==> config.mk <==
export PLATFORM = sky130hd
export DESIGN_NAME = gudc_emit_flat
export DESIGN_NICKNAME = d
export VERILOG_FILES = /design/src/design/gudc_pkg.sv /design/src/design/gudc_if.sv /design/src/design/gudc_emit.sv /design/src/flat_wrapper.sv
export SDC_FILE = /design/constraint.sdc
export NUM_CORES = 1
export LEC_CHECK = 0
export BUFFER_PORTS_ARGS = -buffer_cell sky130_fd_sc_hd__buf_4
export CAP_MARGIN = 15
export CORE_ASPECT_RATIO = 1.75
export CORE_MARGIN = 2
export CORE_UTILIZATION = 54
export CTS_CLUSTER_DIAMETER = 40
export DETAILED_ROUTE_END_ITERATION = 7
export HOLD_SLACK_MARGIN = 0.1
export PLACE_DENSITY = 0.88
export SETUP_SLACK_MARGIN = 0.2
export SLEW_MARGIN = 20
export SYNTH_ARGS = -nofsm -noshare
export SYNTH_HDL_FRONTEND = slang
export SYNTH_SLANG_ARGS = --single-unit
==> constraint.sdc <==
create_clock -name clk -period 3.45 [get_ports clk]
set_clock_uncertainty 0.05 [all_clocks]
set_input_delay 0.345 -clock clk [delete_from_list [all_inputs] [get_ports clk]]
set_output_delay 0.345 -clock clk [all_outputs]
set_load 0.005 [all_outputs]
==> src/design/gudc_pkg.sv <==
// Package for the greedy unit-disk cover block.
// Holds widths, register indices, the controller state type and the disk job record.
// No dependencies.
package gudc_pkg;

    localparam int COORD_BITS      = 14;
    localparam int MAX_CENTERS_DEF = 256;
    localparam int SEP_W           = 30;
    localparam int OFF_W           = 8;
    localparam int DISK_X_W        = 15;
    localparam int DISK_Y_W        = 16;
    localparam int SLOT_W          = 2;
    localparam int CFG_IDX_W       = 2;
    localparam int CFG_DATA_W      = 30;

    localparam logic [CFG_IDX_W-1:0] CFG_MIN_SEP = 2'd0;
    localparam logic [CFG_IDX_W-1:0] CFG_HORIZ   = 2'd1;
    localparam logic [CFG_IDX_W-1:0] CFG_VERT    = 2'd2;

    localparam logic [SEP_W-1:0] MIN_SEP_RST = 30'd400;
    localparam logic [OFF_W-1:0] HORIZ_RST   = 8'd8;
    localparam logic [OFF_W-1:0] VERT_RST    = 8'd15;

    localparam logic [SLOT_W-1:0] SLOT_POINT = 2'd0;
    localparam logic [SLOT_W-1:0] SLOT_LOWER = 2'd1;
    localparam logic [SLOT_W-1:0] SLOT_UPPER = 2'd2;
    localparam logic [SLOT_W-1:0] SLOT_FAR   = 2'd3;

    typedef enum logic [1:0] {
        ST_IDLE,
        ST_SCAN,
        ST_DRAIN,
        ST_DECIDE
    } scan_state_t;

    typedef struct packed {
        logic [COORD_BITS-1:0] x;
        logic [COORD_BITS-1:0] y;
        logic [OFF_W-1:0]      h;
        logic [OFF_W-1:0]      v;
        logic                  full;
    } disk_job_t;

endpackage

==> src/design/gudc_if.sv <==


interface disk_if
    import gudc_pkg::*;
();
    logic                       valid;
    logic                       ready;
    logic [DISK_X_W-1:0]        disk_x;
    logic signed [DISK_Y_W-1:0] disk_y;
    logic [SLOT_W-1:0]          disk_slot;
    logic                       last_disk;
    logic                       store_full;

    modport source (output valid, output disk_x, output disk_y, output disk_slot,
                    output last_disk, output store_full, input ready);
    modport sink   (input valid, input disk_x, input disk_y, input disk_slot,
                    input last_disk, input store_full, output ready);
endinterface

==> src/design/gudc_emit.sv <==
// Disk emitter: holds one accepted point and presents its four disk centres in turn.
// Depends on gudc_pkg and disk_if.
module gudc_emit
    import gudc_pkg::*;
(
    input  logic      clk,
    input  logic      rst_n,
    input  logic      job_valid,
    input  disk_job_t job,
    output logic      job_ready,
    disk_if.source    disk
);

    disk_job_t         job_reg;
    logic              busy_reg;
    logic              busy_next;
    logic [SLOT_W-1:0] slot_reg;
    logic [SLOT_W-1:0] slot_next;
    logic [OFF_W:0]    x_off;
    logic              load;

    assign job_ready = !busy_reg;
    assign load      = job_valid && !busy_reg;

    always_comb
    begin
        busy_next = busy_reg;
        slot_next = slot_reg;
        if (load)
        begin
            busy_next = 1'b1;
            slot_next = SLOT_POINT;
        end
        else if (busy_reg && disk.ready)
        begin
            if (slot_reg == SLOT_FAR)
            begin
                busy_next = 1'b0;
            end
            else
            begin
                slot_next = slot_reg + 1'b1;
            end
        end
    end

    always_ff @(posedge clk or negedge rst_n)
    begin
        if (!rst_n)
        begin
            busy_reg <= 1'b0;
            slot_reg <= SLOT_POINT;
        end
        else
        begin
            busy_reg <= busy_next;
            slot_reg <= slot_next;
        end
    end

    always_ff @(posedge clk)
    begin
        if (load)
        begin
            job_reg <= job;
        end
    end

    always_comb
    begin
        case (slot_reg)
            SLOT_POINT: x_off = '0;
            SLOT_LOWER: x_off = {1'b0, job_reg.h};
            SLOT_UPPER: x_off = {1'b0, job_reg.h};
            SLOT_FAR:   x_off = {job_reg.h, 1'b0};
            default:    x_off = '0;
        endcase
    end

    always_comb
    begin
        disk.valid      = busy_reg;
        disk.disk_x     = DISK_X_W'(job_reg.x) + DISK_X_W'(x_off);
        case (slot_reg)
            SLOT_LOWER: disk.disk_y = DISK_Y_W'(job_reg.y) - DISK_Y_W'(job_reg.v);
            SLOT_UPPER: disk.disk_y = DISK_Y_W'(job_reg.y) + DISK_Y_W'(job_reg.v);
            default:    disk.disk_y = DISK_Y_W'(job_reg.y);
        endcase
        disk.disk_slot  = slot_reg;
        disk.last_disk  = (slot_reg == SLOT_FAR);
        disk.store_full = job_reg.full;
    end

endmodule
==> src/flat_wrapper.sv <==
// flat-port wrapper written by rule: the top's interface ports become plain ports
module gudc_emit_flat import gudc_pkg::*;
  (clk, rst_n, job_valid, job, job_ready, disk_valid, disk_disk_x, disk_disk_y, disk_disk_slot, disk_last_disk, disk_store_full, disk_ready);
  disk_if disk_i ();
  input  logic clk;
  input  logic rst_n;
  input  logic job_valid;
  input  disk_job_t job;
  output logic job_ready;
  output wire logic [$bits(disk_i.valid)-1:0] disk_valid;
  output wire logic [$bits(disk_i.disk_x)-1:0] disk_disk_x;
  output wire logic [$bits(disk_i.disk_y)-1:0] disk_disk_y;
  output wire logic [$bits(disk_i.disk_slot)-1:0] disk_disk_slot;
  output wire logic [$bits(disk_i.last_disk)-1:0] disk_last_disk;
  output wire logic [$bits(disk_i.store_full)-1:0] disk_store_full;
  input wire logic [$bits(disk_i.ready)-1:0] disk_ready;
  assign disk_valid = disk_i.valid;
  assign disk_disk_x = disk_i.disk_x;
  assign disk_disk_y = disk_i.disk_y;
  assign disk_disk_slot = disk_i.disk_slot;
  assign disk_last_disk = disk_i.last_disk;
  assign disk_store_full = disk_i.store_full;
  assign disk_i.ready = disk_ready;
  gudc_emit u_core (.clk(clk), .rst_n(rst_n), .job_valid(job_valid), .job(job), .job_ready(job_ready), .disk(disk_i));
endmodule
======== After elaboration in Yosys (flattened, before gate mapping) ========
Index checks and enable logic that the tools add are counted.
Widths: inputs -> output; s select.
word-level totals
  output and inout bits ................... 37
  logic and storage cells ................. 32
  bits of input ports ..................... 49
  flip-flop bits (word level) ............. 48
cells by class
  eq/ne operators ......................... 4
  muxes and demuxes ....................... 8
  reduce and logical (&&, ||, !) cells .... 9
  add/sub/neg operators ................... 4
operator list
  operator             number
  $pmux 16 s2          1
  $pmux 9 s3           1
  $add 14x8->15        1
  $add 14x9->15        1
  $sub 14x8->15        1
  $mux 2               3
  $eq 2x2->1 const B   2
  $reduce_and 2->1     2
  $reduce_bool 2->1    2
  $mux 1               3
  $add 2x1->2 const B  1
  $eq 2x1->1 const B   1
  $logic_and 1x1->1    2
  $logic_not 2->1      1
  $ne 2x1->1 const B   1
  $reduce_or 2->1      1
  $logic_not 1->1      1

======== Depth between registers and ports, before layout ========
Gate-level depths: netlist of run 1.
  word-level depth ........................ 4
  depth in mapped cells ................... 13
  depth with buffers taken out ............ 11

======== Least setup slack after synthesis of run 1 ========
Ideal clock, no wire load.
  path type ............................... register -> output
  start point ............................. register u_core.slot_reg[0], in the netlist u_core.disk.disk_slot[0]
  end point ............................... output disk_disk_x[10]
  required time ........................... 3.055 ns
  cell stages (with the launch flop) ...... 14
  buffers on the path ..................... 2
  arrival time ............................ 2.877 ns
  path slack .............................. 0.178 ns
  path through ............................ dfrtp_1 inv_1 ha_1 clkbuf_1 clkbuf_1 and2_1 ha_1 fa_1 a21o_1 a21oi_1 o21ai_0 a31oi_1 nand2b_1 xnor2_1
between the ends
  cells in the longest elaborated chain, start to end .. 4
  elaborated cells on any way between the ends .. 7
  those cells by class .................... add/sub: 1; eq/ne: 3; mux: 1; reduce/logical: 2
ends and longest elaborated chain
  element                                          RTL line            RTL
  start, declared                                  gudc_emit.sv:17     logic [SLOT_W-1:0] slot_reg;
  start signal, assigned                           gudc_emit.sv:57     slot_reg <= slot_next;
  $eq 2x1->1 / $eq 2x2->1 (equally long branches)  gudc_emit.sv:71     case (slot_reg)
  $reduce_or 2->1 (no line)                        -
  $pmux 9 s3 (*)                                   gudc_emit.sv:71
  $add 14x9->15 (*)                                gudc_emit.sv:83     disk.disk_x = DISK_X_W'(job_reg.x) + DISK_X_W'(x_off);
  end, declared                                    flat_wrapper.sv:11  output wire logic [$bits(disk_i.disk_x)-1:0] disk_disk_x;
Every way passes the cells marked *; elsewhere a longest branch is shown, timed or not.

======== Final worst setup path of run 1 ========
Same ends and word-level chain as after synthesis.

==> results of run 1 <==
timing repair:
action                                  in CTS  in global routing
hold buffers                                 1                  0
resized for setup                           22                 39
buffers inserted                             3                 19
endpoints found under the setup margin      10                 12
pin swaps                                    3                 23
hold endpoints to repair                     3                  0
cell families (layout without fill, tap and decap cells):
group | count (synthesis) | after routing | share of synthesized area [%]
buffers and inverters | 37 | 145 | 5.05
muxes | 8 | 8 | 2.49
xor gates and xnor gates | 16 | 16 | 4.10
DFF | 48 | 48 | 41.7
and+or+nand+nor | 102 | 102 | 15.3
AOI/OAI and AO/OA | 86 | 86 | 19.0
adders and majority gates | 32 | 32 | 12.4
power by group:
| part | internal, uW | leakage [uW] | total (uW) | switching, uW |
|---|---|---|---|---|
| logic | 1180 | 0.00146 | 2470 | 1290 |
| registers | 729 | 0.000443 | 805 | 76.1 |
| clock network | 217 | 0.0000524 | 392 | 176 |
| total | 2120 | 0.00196 | 3670 | 1540 |
per-stage QoR:
stage | setup slack (ns) | total power, uW | hold WS, ns
2_1_floorplan | 0.212 | 1970 | -0.000591
3_3_place_gp | 0.203 | 2660 | 0.0864
3_5_place_dp | 0.105 | 2730 | 0.0888
4_1_cts | 0.192 | 3260 | 0.152
5_1_grt | -0.0712 | 3860 | 0.140
6_report | 0.0498 | 3670 | 0.155
worst reg2reg max path: stages, from the launching register on:
cell and delay, ns:
sky130_fd_sc_hd__dfrtp_1 0.43, sky130_fd_sc_hd__buf_4 0.16, sky130_fd_sc_hd__ha_4 0.19, sky130_fd_sc_hd__clkbuf_2 0.16, sky130_fd_sc_hd__o21ai_0 0.16, sky130_fd_sc_hd__o21ai_0 0.17, sky130_fd_sc_hd__mux2_2 0.32
cell usage after synthesis, types with 3 or more instances:
| cell type | count |
|---|---|
| sky130_fd_sc_hd__edfxtp_1 | 45 |
| sky130_fd_sc_hd__nor2_1 | 34 |
| sky130_fd_sc_hd__ha_1 | 29 |
| sky130_fd_sc_hd__inv_1 | 23 |
| sky130_fd_sc_hd__nand2_1 | 22 |
| sky130_fd_sc_hd__o21ai_0 | 15 |
| sky130_fd_sc_hd__xnor2_1 | 13 |
| sky130_fd_sc_hd__a21oi_1 | 11 |
| sky130_fd_sc_hd__nor3_1 | 9 |
| sky130_fd_sc_hd__a22oi_1 | 7 |
| sky130_fd_sc_hd__nor2b_1 | 7 |
| sky130_fd_sc_hd__clkbuf_1 | 6 |
| sky130_fd_sc_hd__nand2b_1 | 6 |
| sky130_fd_sc_hd__a221o_1 | 5 |
| sky130_fd_sc_hd__a21o_1 | 4 |
| sky130_fd_sc_hd__a31oi_1 | 4 |
| sky130_fd_sc_hd__mux2i_1 | 4 |
| sky130_fd_sc_hd__nor4_1 | 4 |
| sky130_fd_sc_hd__o21a_1 | 4 |
| sky130_fd_sc_hd__o31ai_1 | 4 |
| sky130_fd_sc_hd__a211o_1 | 3 |
| sky130_fd_sc_hd__and3_1 | 3 |
| sky130_fd_sc_hd__buf_4 | 3 |
| sky130_fd_sc_hd__dfrtp_1 | 3 |
| sky130_fd_sc_hd__fa_1 | 3 |
| sky130_fd_sc_hd__mux2_1 | 3 |
| sky130_fd_sc_hd__o211ai_1 | 3 |
| sky130_fd_sc_hd__xor2_1 | 3 |
per-layer routing:
layer / vias up / track usage, % / part of all wire (%)
met5: - / 0 / 0
met4: 0 / 14.9 / 3.9
met3: 39 / 4.54 / 6.3
met2: 198 / 51.0 / 56
met1: 1500 / 23.9 / 34
li1: 1432 / - / -
path summary, 6_finish.rpt:
| check | cells past startpoint | from | endpoint |
|---|---|---|---|
| setup reg to reg | 6 | u_core.disk.disk_slot[1]$_DFFE_PN0P_ | u_core.disk.disk_slot[0]$_DFFE_PN0P_ |
| hold reg to reg | 1 | u_core.disk.valid$_DFFE_PN0P_ | u_core.disk.valid$_DFFE_PN0P_ |
| hold / removal | 1 | job[6] | u_core.job_reg[6]$_DFFE_PP_ |
| min in group asynchronous | 2 | rst_n | u_core.disk.valid$_DFFE_PN0P_ |
| setup / recovery | 13 | u_core.disk.disk_slot[0]$_DFFE_PN0P_ | disk_disk_x[10] |
| max in group asynchronous | 2 | rst_n | u_core.disk.disk_slot[1]$_DFFE_PN0P_ |
area by class of cell:
class                   count  area share [%]
multi-input cells         244            44.8
flip-flops and latches     48            30.6
repair buffers            113            18.3
well taps                  80            2.15
inverters                  24            1.93
clock buffers               7            1.64
clock inverters             1           0.644
==> results.txt, run 1 <==
----------------------------------------------------
[Placed design]
  DP Cell Count ... between 400 and 500
  HPWL after DPL ... approximately 6.6 mm
  GP Congestion ... 0.910
  Count of input and output buffers ... 85
  Placed inst area ... between 4000 and 5000 um2

[Power and ir drop]
  Static leakage power ... roughly 0.002 uW
  IR Drop Worst-Case VDD ... ~0.67 mV
  Power per Cell Area ... 786 nW/um2

[Run]
  # Max-Cap Violations ... 0

[Detailed routing]
  Number of nets still failing antenna checks after routing ... 0
  Vias after detailed routing ... around 3200
  Detailed Route Iter0 Violations ... about 270
  Final WL ... slightly above 10 mm
  Per-cell routed wire length ... ~20 um
  Remaining design rule violation count ... 0
  Router iterations before antenna repair ... 5
  Vias per Instance ... slightly above 6

[Timing]
  Fin crit period ... 3.40 ns
  Pins Over Slew Limit ... 0
  Final-report setup violation count ... 0
  Tightest slew margin relative to the limit ... between 50% and 60%
  Post-route clock period utilization ... between 90% and 100%
  Actual slew at the worst max-slew pin ... 0.630 ns
  Count of final hold-check violations ... 0
  Total negative slack for setup checks ... 0 ns
  F_max ... about 300 MHz
  RSZ-0062 raised after global routing ... yes

[Final layout]
  Layout cell share with drive strength beyond 1 ... around two fifths
  Leading cell type in the layout, fill and taps excluded ... sky130_fd_sc_hd__buf_4
  Finished Core Util ... 75.4%
  Largest register FFs ... between 40 and 50
  Filler cell count ... 382
  Count of placed standard cells in the final layout, fillers left out ... about 520
  Total area of multi-input combinational cells ... between 2000 and 2500 um2
  Syn-to-layout area delta ... 36.3%
  Area of all sequential standard cells ... 1430 um2
  Number of nets in the layout ... between 500 and 600
  Antenna cells ... 0
  Total non-filler cell area in the finished layout ... 4660 um2
  Commonest cells after routing, fill and taps aside ... sky130_fd_sc_hd__buf_4 (110), sky130_fd_sc_hd__edfxtp_1 (45), sky130_fd_sc_hd__nor2_1 (31)

[Synth]
  Most used flip-flop cell after synthesis ... sky130_fd_sc_hd__edfxtp_1
  Area contributors post-synth ... sky130_fd_sc_hd__edfxtp_1 (40%), sky130_fd_sc_hd__ha_1 (11%), sky130_fd_sc_hd__nor2_1 (3.7%)
  Yosys synthesis warning count ... 0
  Number of enable flip-flop cells after synthesis ... 45
  Distinct cell type count of the synthesized netlist ... 66
  Mean instance size in the synthesized netlist ... 10.4 um2
  Mapped cell area ... ~3400 um2
  Sequential share of the synthesized area ... a little over two fifths
  Largest area contributor in the synthesized netlist ... sky130_fd_sc_hd__edfxtp_1
  Proportion of netlist area held by the largest area contributor ... 39.5%
  Net Count, Synth ... between 400 and 500
  Post-synthesis instance total ... between 300 and 400
  Flip-flop and latch count after synthesis ... 48
  Proportion of synthesized flip-flops having asynchronous set or reset ... approximately 6.3%

[Floorplan]
  Core region area ... approximately 6200 um2
  Site Rows ... 38
  Die extent in y ... roughly 110 um
  I/O pin count ... 86
  Starting density of the core ... a little under three fifths
  Die boundary width ... around 64 um
  Die outline area ... 7010 um2

[Worst setup path]
  CP bufs+invs ... 3
  Most used cell, CP ... sky130_fd_sc_hd__buf_4
  Required time reported for the critical path endpoint ... 3.05 ns
  Maximum single-stage delay on the critical path ... between 0.4 and 0.5 ns
  Crit path launch type ... flip-flop
  Critical path start-end classification ... flip-flop to output pin
  Arrival time reported for the critical path endpoint ... about 3 ns
  Type of element capturing the critical path ... output pin
  Top delay family on crit path ... compound AO/OA/AOI/OAI gates
  CP Max Fanout ... 6
  Cell chain of the critical path ... inv_2 > ha_4 > a22oi_2 > nor2_2 > buf_4 > fa_2 > a21o_1 > a21oi_2 > o21ai_2 > a31oi_4 > nand2b_4 > xnor2_1 > buf_4
  Internal reg-to-reg setup slack ... 1.69 ns
  Standard cell with the maximum stage delay on the critical path ... sky130_fd_sc_hd__dfrtp_1

[Status]
  Status ... complete, no violations

[Global routing]
  Largest net degree at the start of global routing ... 25
  Number of global-route vias before repair ... between 3000 and 4000
  Initial antenna violation count ... 0
  Overall track demand over capacity in global routing ... 25.8%
  First-pass GRT wire length ... around 14 mm
  Global route overflow ... 0

[CTS]
  Max Buffers Root-to-Sink ... 2
  CTS H-tree lvls ... 2
  Number of sinks handled by clock tree synthesis ... 48
  Buffer cell driving the clock tree root ... sky130_fd_sc_hd__clkbuf_8
  Clk pin slew, worst setup/hold paths ... roughly 0.090 ns
  CTS tree ... built
  Number of CTS-inserted buffers ... 5
  Clock Latency Late Sink ... approximately 0.30 ns

[Hold path]
  Worst min-delay path class ... input port to flip-flop

----------------------------------------------------
Power figures use the tool's default switching activity.
==> run 2, diff against run 1 <==
- BUFFER_PORTS_ARGS: -buffer_cell sky130_fd_sc_hd__buf_4 -> -buffer_cell sky130_fd_sc_hd__buf_2
- RECOVER_POWER: unset -> 50
==> run 2 against run 1 <==
Compared with the run above:
- the run now ends with capacitance limit, slew limit left
- design area fell by 8.7%
- non-clock buffer count fell by 8
- combinational power shrank 16%
- total power down 13%
- first-iteration DRC count is 31% lower
- register-to-register slack worse by 0.94 ns
- critical path depth fell by 1
- hold slack barely moved
- wire length down 15%
- count of clock-buffer cells in the layout stayed put
- sequential share of layout area increased by 2.9 points
- highest routed layer unchanged
==> results.txt, run 2 (synthesis results as in run 1) <==
----------------------------------------------------
[Status]
  Status ... finished with violations
  Violated checks ... capacitance limit, slew limit

[Worst setup path]
  Arrival time reported for the critical path endpoint ... 2.91 ns (-0.10 ns)
  Required time reported for the critical path endpoint ... 3.05 ns (about the same)
  Standard cell with the maximum stage delay on the critical path ... sky130_fd_sc_hd__dfrtp_1
  Maximum single-stage delay on the critical path ... 0.42 ns (-0.03 ns)
  Crit path launch type ... flip-flop
  Cell chain of the critical path ... inv_2 > ha_4 > and2_4 > ha_4 > fa_2 > a21o_1 > a21oi_2 > o21ai_2 > a31oi_2 > nand2b_4 > xnor2_1 > buf_2
  CP Max Fanout ... 6 (unchanged)
  Most used cell, CP ... sky130_fd_sc_hd__ha_4
  Critical path start-end classification ... flip-flop to output pin
  Type of element capturing the critical path ... output pin

[Hold path]
  Worst min-delay path class ... input port to flip-flop

[Detailed routing]
  Vias per Instance ... 6.01 (-2.0%)
  Vias after detailed routing ... 3057 (-3.5%)
  Router iterations before antenna repair ... 5 (unchanged)
  Number of nets still failing antenna checks after routing ... 0 (unchanged)
  Final WL ... 8.81 mm (-15%)
  Detailed Route Iter0 Violations ... 185 (-31%)
  Remaining design rule violation count ... 0 (unchanged)
  Per-cell routed wire length ... 17.3 um (-13%)

[Final layout]
  Largest register FFs ... 44 (unchanged)
  Leading cell type in the layout, fill and taps excluded ... sky130_fd_sc_hd__buf_2
  Filler cell count ... 449 (+18%)
  Syn-to-layout area delta ... 24.5%
  Antenna cells ... 0 (unchanged)
  Count of placed standard cells in the final layout, fillers left out ... 509 (-1.5%)
  Commonest cells after routing, fill and taps aside ... sky130_fd_sc_hd__buf_2 (82), sky130_fd_sc_hd__edfxtp_1 (45), sky130_fd_sc_hd__nor2_1 (32)
  Area of all sequential standard cells ... 1430 um2 (unchanged)
  Total area of multi-input combinational cells ... 1980 um2 (-5.1%)
  Layout cell share with drive strength beyond 1 ... 35.0% (-4.6 points)
  Number of nets in the layout ... 509 (-1.5%)

[Floorplan]
  Core region area ... 6180 um2 (unchanged)
  Die outline area ... 7010 um2 (unchanged)
  Die extent in y ... 109 um (unchanged)
  Starting density of the core ... 55.3% (unchanged)
  I/O pin count ... 86 (unchanged)
  Die boundary width ... 64.2 um (unchanged)
  Site Rows ... 38 (unchanged)

[CTS]
  Max Buffers Root-to-Sink ... 2 (unchanged)
  Number of CTS-inserted buffers ... 5 (unchanged)
  CTS tree ... built
  Number of sinks handled by clock tree synthesis ... 48 (unchanged)
  Clk pin slew, worst setup/hold paths ... 0.09 ns (about the same)
  Clock Latency Late Sink ... 0.31 ns (about the same)
  Buffer cell driving the clock tree root ... sky130_fd_sc_hd__clkbuf_8
  CTS H-tree lvls ... 2 (unchanged)

[Timing]
  Post-route clock period utilization ... 95.9% (-2.6 points)
  Tightest slew margin relative to the limit ... -17.6% (-75 points)
  RSZ-0062 raised after global routing ... yes
  Total negative slack for setup checks ... 0 ns (unchanged)
  Pins Over Slew Limit ... 24 (+24)
  Actual slew at the worst max-slew pin ... 1.76 ns (+1.13 ns)
  Final-report setup violation count ... 0 (unchanged)
  Final worst setup slack ... 0.141 ns (+0.0913 ns)
  Count of final hold-check violations ... 0 (unchanged)
  Fin crit period ... 3.31 ns (-0.0913 ns)
  F_max ... 302 MHz (+2.8%)

[Power and ir drop]
  IR Drop Worst-Case VDD ... 0.656 mV (-2.1%)
  Static leakage power ... 0.00183 uW (-6.7%)
  Power per Cell Area ... 747 nW/um2 (-5.0%)

[Global routing]
  Global route overflow ... 0 (unchanged)
  Initial antenna violation count ... 0 (unchanged)
  Overall track demand over capacity in global routing ... 24.1% (-1.7 points)
  First-pass GRT wire length ... 13.1 mm (-4.9%)
  Number of global-route vias before repair ... 3008 (+0.10%)
  Largest net degree at the start of global routing ... 24 (-4.0%)

[Placed design]
  Count of input and output buffers ... 85 (unchanged)
  HPWL after DPL ... 6.29 mm (-4.7%)
  DP Cell Count ... 487 (+0.21%)
  GP Congestion ... 0.919 (+1.1%)
  Worst setup slack before clock tree synthesis ... 0.155 ns (+0.0493 ns)

[Run]
  # Max-Cap Violations ... 1 (+1)

----------------------------------------------------
## run 2: where the power goes
part / internal, uW / leakage (uW) / total [uW] / switching (uW)
sequential: 731 / 0.000443 / 792 / 61.2
clock: 142 / 0.0000422 / 317 / 175
combinational: 920 / 0.00134 / 2070 / 1150
## run 2: worst paths after layout
kind | from | to | slack (ns) | cells after the start
setup / recovery | u_core.disk.disk_slot[1]$_DFFE_PN0P_ | disk_disk_x[10] | 0.14 | 12
hold / removal | job[26] | u_core.job_reg[26]$_DFFE_PP_ | 0.16 | 1
setup reg to reg | u_core.disk.valid$_DFFE_PN0P_ | u_core.job_reg[1]$_DFFE_PP_ | 0.75 | 2
hold reg to reg | u_core.disk.valid$_DFFE_PN0P_ | u_core.disk.valid$_DFFE_PN0P_ | 0.54 | 1
max in group asynchronous | rst_n | u_core.disk.disk_slot[0]$_DFFE_PN0P_ | 2.86 | 2
min in group asynchronous | rst_n | u_core.disk.disk_slot[1]$_DFFE_PN0P_ | 0.33 | 2
## run 2: cell type report
cell class	count	share of cell area [%]
Tap cell	80	2.35
Inverter	24	2.12
Timing Repair Buffer	105	13.6
Clock inverter	1	0.118
Clock buffer	7	1.79
Multi-Input combinational cell	244	46.5
Sequential cell	48	33.5
## run 2: per-layer routing
metal | share of wire, % | GRT usage, % | vias up | wire length (um)
li1 | - | - | 1414 | -
met1 | 34 | 23.1 | 1463 | 2960
met2 | 56 | 47.0 | 147 | 4980
met3 | 5.5 | 3.92 | 33 | 481
met4 | 4.5 | 14.1 | 0 | 394
met5 | 0 | 0 | - | 0
## run 2: per-stage QoR
| step | total power (uW) | util [%] | area (um2) | hold WS (ns) |
|---|---|---|---|---|
| floorplan | 1970 | - | 3420 | -0.000591 |
| global placement | 2480 | 63.3 | 3920 | 0.0929 |
| detailed placement | 2540 | 63.3 | 3920 | 0.0941 |
| CTS | 2970 | 66.3 | 4100 | 0.155 |
| global route | 3380 | 68.9 | 4260 | 0.147 |
| finish | 3180 | 68.9 | 4260 | 0.155 |
## run 2: repair_timing
| item | in CTS | in global routing |
|---|---|---|
| gates resized for setup | 17 | 24 |
| setup endpoints to repair | 13 | 12 |
| hold endpoints to repair | 3 | 0 |
| pin swaps | 8 | 14 |
| buffers inserted | 4 | 9 |
| hold buffers | 1 | 0 |
## run 2: worst max-delay path: cells and delay by family, from the launching register on
kind | cells | cell delay (ns)
XOR/XNOR | 1 | 0.13
buffers and inverters | 2 | 0.25
AO/OA/AOI/OAI | 4 | 0.73
AND/OR/NAND/NOR | 2 | 0.32
adder cells (fa/ha/maj) | 3 | 0.76
flip-flops | 1 | 0.42
